File: src/design/bsc_pkg.sv
// Shared widths, constants and register codes for the barometric compensation core.
package bsc_pkg;

    localparam int RAW_W   = 24;   // raw conversion words
    localparam int CAL_W   = 16;   // calibration words
    localparam int IDX_W   = 3;    // register index
    localparam int TEMP_W  = 19;   // compensated temperature, 0.01 C
    localparam int PRES_W  = 32;   // compensated pressure, 0.01 mbar
    localparam int DT_W    = 25;   // dT, signed
    localparam int SENS_W  = 40;   // final SENS, signed
    localparam int OFF_W   = 40;   // final OFF, signed
    localparam int PROD_W  = 64;   // D1 * SENS, signed
    localparam int LATENCY = 10;   // accept to result strobe, in cycles

    // 20.00 C and 20.00 C - (-15.00 C), as offsets on the dT*C6 term
    localparam logic signed [19:0] TEMP_BASE = 20'sd2000;
    localparam logic signed [19:0] COLD_BASE = 20'sd3500;

    localparam logic signed [TEMP_W-1:0] TEMP_MAX = 19'sd262143;
    localparam logic signed [TEMP_W-1:0] TEMP_MIN = -19'sd262144;

    typedef enum logic [IDX_W-1:0] {
        REG_C1 = 3'd0,
        REG_C2 = 3'd1,
        REG_C3 = 3'd2,
        REG_C4 = 3'd3,
        REG_C5 = 3'd4,
        REG_C6 = 3'd5
    } cal_index_t;

endpackage

File: src/design/bsc_split_mul.sv
// Two-stage D1 x SENS multiplier built from two narrow partial products.
module bsc_split_mul (
    input  logic                                 clk,
    input  logic        [bsc_pkg::RAW_W-1:0]     a,
    input  logic signed [bsc_pkg::SENS_W-1:0]    b,
    output logic signed [bsc_pkg::PROD_W-1:0]    prod
);
    import bsc_pkg::*;

    localparam int LO_W = SENS_W / 2;
    localparam int HI_W = SENS_W - LO_W;

    logic        [RAW_W+LO_W-1:0]   plo_next, plo_reg;
    logic signed [RAW_W+HI_W:0]     phi_next, phi_reg;
    logic signed [RAW_W+SENS_W:0]   sum;
    logic signed [PROD_W-1:0]       prod_next, prod_reg;

    // low half of b is unsigned, high half carries the sign
    always_comb
    begin
        plo_next = a * b[LO_W-1:0];
        phi_next = $signed({1'b0, a}) * $signed(b[SENS_W-1:LO_W]);
    end

    always_ff @(posedge clk)
    begin
        plo_reg <= plo_next;
        phi_reg <= phi_next;
    end

    always_comb
    begin
        sum       = $signed({phi_reg, {LO_W{1'b0}}})
                  + $signed({{(HI_W+1){1'b0}}, plo_reg});
        prod_next = sum[PROD_W-1:0];
    end

    always_ff @(posedge clk)
    begin
        prod_reg <= prod_next;
    end

    assign prod = prod_reg;

endmodule
File: config.mk
export PLATFORM = sky130hd
export DESIGN_NAME = bsc_split_mul
export DESIGN_NICKNAME = d
export VERILOG_FILES = /design/src/design/bsc_pkg.sv /design/src/design/bsc_split_mul.sv
export SDC_FILE = /design/constraint.sdc
export NUM_CORES = 2
export LEC_CHECK = 0
export BUFFER_PORTS_ARGS = -buffer_cell sky130_fd_sc_hd__buf_2
export CAP_MARGIN = 20
export CORE_ASPECT_RATIO = 1.75
export CORE_MARGIN = 3
export CORE_UTILIZATION = 32
export DETAILED_ROUTE_END_ITERATION = 6
export GPL_TIMING_DRIVEN = 0
export PLACE_DENSITY = 0.52
export SETUP_SLACK_MARGIN = 0.15
export SYNTH_ARGS = -nofsm -noshare
export SYNTH_HDL_FRONTEND = slang
export SYNTH_SLANG_ARGS = --single-unit
File: constraint.sdc
create_clock -name clk -period 27.3 [get_ports clk]
set_clock_uncertainty 0.2 [all_clocks]
set_input_delay 8.19 -clock clk [delete_from_list [all_inputs] [get_ports clk]]
set_output_delay 8.19 -clock clk [all_outputs]
set_load 0.05 [all_outputs]
==> flow_summary.html <==
<table>
<tr><th>Metric</th><th>Value</th></tr>
<tr><th colspan="2">Logic synthesis</th></tr>
<tr><td>Fraction of synthesized cell area taken by the top area cell type</td><td>a little over two fifths</td></tr>
<tr><td>Share of async-settable or async-resettable flops after synthesis</td><td>0%</td></tr>
<tr><td>Post-Synthesis Mean Instance Area</td><td>9.02 µm²</td></tr>
<tr><td>Yosys synthesis warning count</td><td>0</td></tr>
<tr><td>Mapped Nets</td><td>5267</td></tr>
<tr><td>Number of synthesized register bits</td><td>~150</td></tr>
<tr><td>Synthesized instance count</td><td>4063</td></tr>
<tr><td>Main synth FF type</td><td>sky130_fd_sc_hd__dfxtp_1</td></tr>
<tr><td>Count of flip-flops with a built-in enable after synthesis</td><td>0</td></tr>
<tr><td>Area of the mapped netlist</td><td>36600 µm²</td></tr>
<tr><td>Part of the Yosys area used for sequential elements</td><td>between 8 and 9%</td></tr>
<tr><td>Cell types occupying the most area after synthesis</td><td>sky130_fd_sc_hd__fa_1 (43%), sky130_fd_sc_hd__ha_1 (12%), sky130_fd_sc_hd__inv_1 (9.2%), sky130_fd_sc_hd__and2_1 (8.3%), sky130_fd_sc_hd__dfxtp_1 (8.3%)</td></tr>
<tr><td>Cell type with the highest aggregate area in the netlist</td><td>sky130_fd_sc_hd__fa_1</td></tr>
<tr><td>Number of library cell types mapped by synthesis</td><td>60</td></tr>
<tr><th colspan="2">Placed design</th></tr>
<tr><td>Final HPWL from detailed placement</td><td>123000 µm</td></tr>
<tr><td>Worst slack at placement</td><td>10250 ps</td></tr>
<tr><td>Number of port buffers</td><td>104</td></tr>
<tr><td>Final weighted congestion of routability-driven global placement</td><td>0.970</td></tr>
<tr><th colspan="2">STA</th></tr>
<tr><td>Actual slew at the worst max-slew pin</td><td>1320 ps</td></tr>
<tr><td>Final Setup Violations</td><td>0</td></tr>
<tr><td>Number of max-slew violations in the final report</td><td>0</td></tr>
<tr><td>Max_slew headroom</td><td>roughly 12%</td></tr>
<tr><td>Final count of hold timing violations</td><td>0</td></tr>
<tr><td>Worst setup slack after layout</td><td>around 11000 ps</td></tr>
<tr><td>Highest clock rate</td><td>approximately 0.061 GHz</td></tr>
<tr><td>Tmin final</td><td>~17000 ps</td></tr>
<tr><td>RSZ-0062 raised after global routing</td><td>false</td></tr>
<tr><td>Setup_tns</td><td>0 ps</td></tr>
<tr><td>Crit share post-route</td><td>about three fifths</td></tr>
<tr><th colspan="2">Cells and area</th></tr>
<tr><td>Flip-flop count of the largest register, all copies and words added</td><td>64</td></tr>
<tr><td>Area Growth Syn to Fin</td><td>8.60%</td></tr>
<tr><td>Post-layout util</td><td>35.1%</td></tr>
<tr><td>Combined flip-flop and latch cell area</td><td>slightly above 3000 µm²</td></tr>
<tr><td>Fraction of final layout cells with drive strength greater than 1</td><td>around 4%</td></tr>
<tr><td>Commonest cells after routing, fill and taps aside</td><td>sky130_fd_sc_hd__inv_1 (894), sky130_fd_sc_hd__fa_1 (786), sky130_fd_sc_hd__nand2_1 (534)</td></tr>
<tr><td>Most common cell after layout, fill and taps aside</td><td>sky130_fd_sc_hd__inv_1</td></tr>
<tr><td>NumNets Final</td><td>5397</td></tr>
<tr><td>Fill cells</td><td>11900</td></tr>
<tr><td>Area occupied by multi-input gates</td><td>a little under 30000 µm²</td></tr>
<tr><th colspan="2">Setup path</th></tr>
<tr><td>Register-to-Register Setup Slack</td><td>between 20000 and 25000 ps</td></tr>
<tr><td>Startpoint of the lowest-slack register-to-register path</td><td>phi_reg[0]$_DFF_P_</td></tr>
<tr><td>Largest stage delay on the critical path</td><td>800 ps</td></tr>
<tr><td>WP data arrival</td><td>around 17000 ps</td></tr>
<tr><td>Required time worst endpoint</td><td>27480 ps</td></tr>
<tr><td>Worst setup path category</td><td>input pin to flip-flop</td></tr>
<tr><td>Count of buffering cells on the critical path with inverters included</td><td>7</td></tr>
<tr><td>Top Family by Delay on Critical Path</td><td>adder cells</td></tr>
<tr><td>R2r endpoint</td><td>prod[52]$_DFF_P_</td></tr>
<tr><td>Critical-path cell with the highest stage delay</td><td>sky130_fd_sc_hd__buf_1</td></tr>
<tr><td>Type of element capturing the critical path</td><td>flip-flop</td></tr>
<tr><td>Depth of the most critical reg-to-reg path</td><td>12</td></tr>
<tr><td>Cell with the most instances on the worst path</td><td>sky130_fd_sc_hd__fa_1</td></tr>
<tr><td>Biggest fanout along the worst timing path</td><td>10</td></tr>
<tr><td>Nature of the critical path startpoint</td><td>input pin</td></tr>
<tr><th colspan="2">Route</th></tr>
<tr><td>Total via count after detailed routing</td><td>roughly 28000</td></tr>
<tr><td>Drt pass-1 iters</td><td>7</td></tr>
<tr><td>Initial DRC count</td><td>1519</td></tr>
<tr><td>Routed wire length per instance</td><td>25.5 µm</td></tr>
<tr><td>Vias per cell</td><td>5.00</td></tr>
<tr><td>Number of routed nets with antenna violations</td><td>0</td></tr>
<tr><td>Total Routed Length</td><td>approximately 150000 µm</td></tr>
<tr><td>Final routed DRC violation total</td><td>0</td></tr>
<tr><th colspan="2">Global routing</th></tr>
<tr><td>Overall fraction of global-route tracks in use</td><td>24.9%</td></tr>
<tr><td>Largest net degree at the start of global routing</td><td>21</td></tr>
<tr><td>First-pass GRT wire length</td><td>between 200000 and 250000 µm</td></tr>
<tr><td>Via count of the first global-routing pass</td><td>between 30000 and 40000</td></tr>
<tr><td>Antenna violations before repair</td><td>17</td></tr>
<tr><td>GRT Residual Overflow</td><td>0</td></tr>
<tr><th colspan="2">Worst hold path</th></tr>
<tr><td>Worst hold path cell count</td><td>0</td></tr>
<tr><td>Min-delay worst type</td><td>flip-flop to flip-flop</td></tr>
<tr><td>Startpoint of the tightest hold check path</td><td>plo_reg[9]$_DFF_P_</td></tr>
<tr><td>Endpoint of the worst hold path</td><td>prod[9]$_DFF_P_</td></tr>
<tr><th colspan="2">Clocking</th></tr>
<tr><td>Deepest level of the CTS H-tree</td><td>4</td></tr>
<tr><td>Worst-skew pair later-pin latency</td><td>slightly above 500 ps</td></tr>
<tr><td>Total of cells resized after clock tree synthesis</td><td>0</td></tr>
<tr><td>Clock Sinks</td><td>approximately 150</td></tr>
<tr><td>TritonCTS clock tree</td><td>yes</td></tr>
<tr><td>Post-CTS Setup Inserts</td><td>0</td></tr>
<tr><td>Cell at the root of the clock tree</td><td>sky130_fd_sc_hd__clkbuf_16</td></tr>
<tr><td>Clock transition at path regs</td><td>70 ps</td></tr>
<tr><td>Number of buffers added by the clock tree synthesis step</td><td>17</td></tr>
<tr><td>Number of buffers on the longest clock path</td><td>2</td></tr>
<tr><td>Hold-fix buffer count after cts</td><td>0</td></tr>
<tr><th colspan="2">Floorplanning</th></tr>
<tr><td>Die Span Y</td><td>454 µm</td></tr>
<tr><td>Std-Cell Core Area</td><td>between 100000 and 150000 µm²</td></tr>
<tr><td>Initial Utilization</td><td>32.4%</td></tr>
<tr><td>Floorplan row count</td><td>roughly 160</td></tr>
<tr><td>Area of the die</td><td>roughly 120000 µm²</td></tr>
<tr><td>Horizontal extent of the die</td><td>262 µm</td></tr>
<tr><td>Ports</td><td>roughly 130</td></tr>
<tr><th colspan="2">Status</th></tr>
<tr><td>Result of the run</td><td>complete, no violations</td></tr>
<tr><th colspan="2">Flow run</th></tr>
<tr><td>MaxCap Viol Count</td><td>0</td></tr>
</table>
[cell type report]
type / count / share of cell area [%]
Antenna cell: 13 / 0.0818
Buffer: 198 / 1.87
Clock buffer: 17 / 1.07
Clock inverter: 15 / 0.532
Inverter: 894 / 8.44
Multi-Input combinational cell: 2819 / 74.1
Sequential cell: 152 / 7.65
Tap cell: 1485 / 4.67
Timing Repair Buffer: 111 / 1.56
[Yosys cell counts (all sizes together) (3+ instances only)]
master,instances
a211oi,16
a21boi,4
a21o,48
a21oi,108
a31o,3
a31oi,13
a41oi,4
and2,487
and3,20
and4,5
buf,9
clkbuf,189
dfxtp,152
fa,786
ha,353
inv,894
nand2,534
nand2b,20
nand3,22
nand4,22
nor2,84
nor2b,11
nor3,10
nor4,6
o211ai,6
o21a,14
o21ai,63
o21bai,21
o31a,3
o31ai,7
xnor2,71
xor2,49
[how the worst max path moves through the flow]
stage	from	to	slack, ps	cells after the start
floorplan	b[5]	plo_reg[41]$_DFF_P_	12890	23
finish	b[7]	plo_reg[41]$_DFF_P_	10780	25
CTS	b[7]	plo_reg[41]$_DFF_P_	10760	25
global placement	b[7]	plo_reg[41]$_DFF_P_	10230	25
detailed placement	b[7]	plo_reg[41]$_DFF_P_	10250	25
global route	b[7]	plo_reg[41]$_DFF_P_	10500	25
[per-stage QoR]
step | area [µm²] | instances | hold slack [ps]
6_report | 39800 | 5704 | 128
5_1_grt | 39800 | 5693 | 131
4_1_cts | 39700 | 5689 | 129
3_5_place_dp | 39100 | 5657 | 112
3_3_place_gp | 39000 | 5652 | 112
2_1_floorplan | 36600 | 4063 | 110
[kinds of logic (layout without fill, tap and decap cells)]
family          after synthesis  after routing  share of synthesized area [%]
simple gates               1229           1229                           16.7
fa+ha+maj                  1139           1139                           55.0
buf+inv                    1092           1235                           11.2
compound gates              329            329                           5.82
flops                       152            152                           8.31
xor+xnor                    120            120                           2.87
mux                           2              2                         0.0547
other cells                   0             13                              0
[per-layer routing]
metal  routed length, µm  GRT usage [%]  up-vias
met3                7140           3.51      470
met4               17000           24.0        2
li1                    -              -    12400
met5                   7              0        -
met2               75600           45.2     1039
met1               45400           23.6    14600
Power is left out: the tool's default activity adds up to more than one toggle a clock period on the data nets, which glitch-free logic cannot reach.
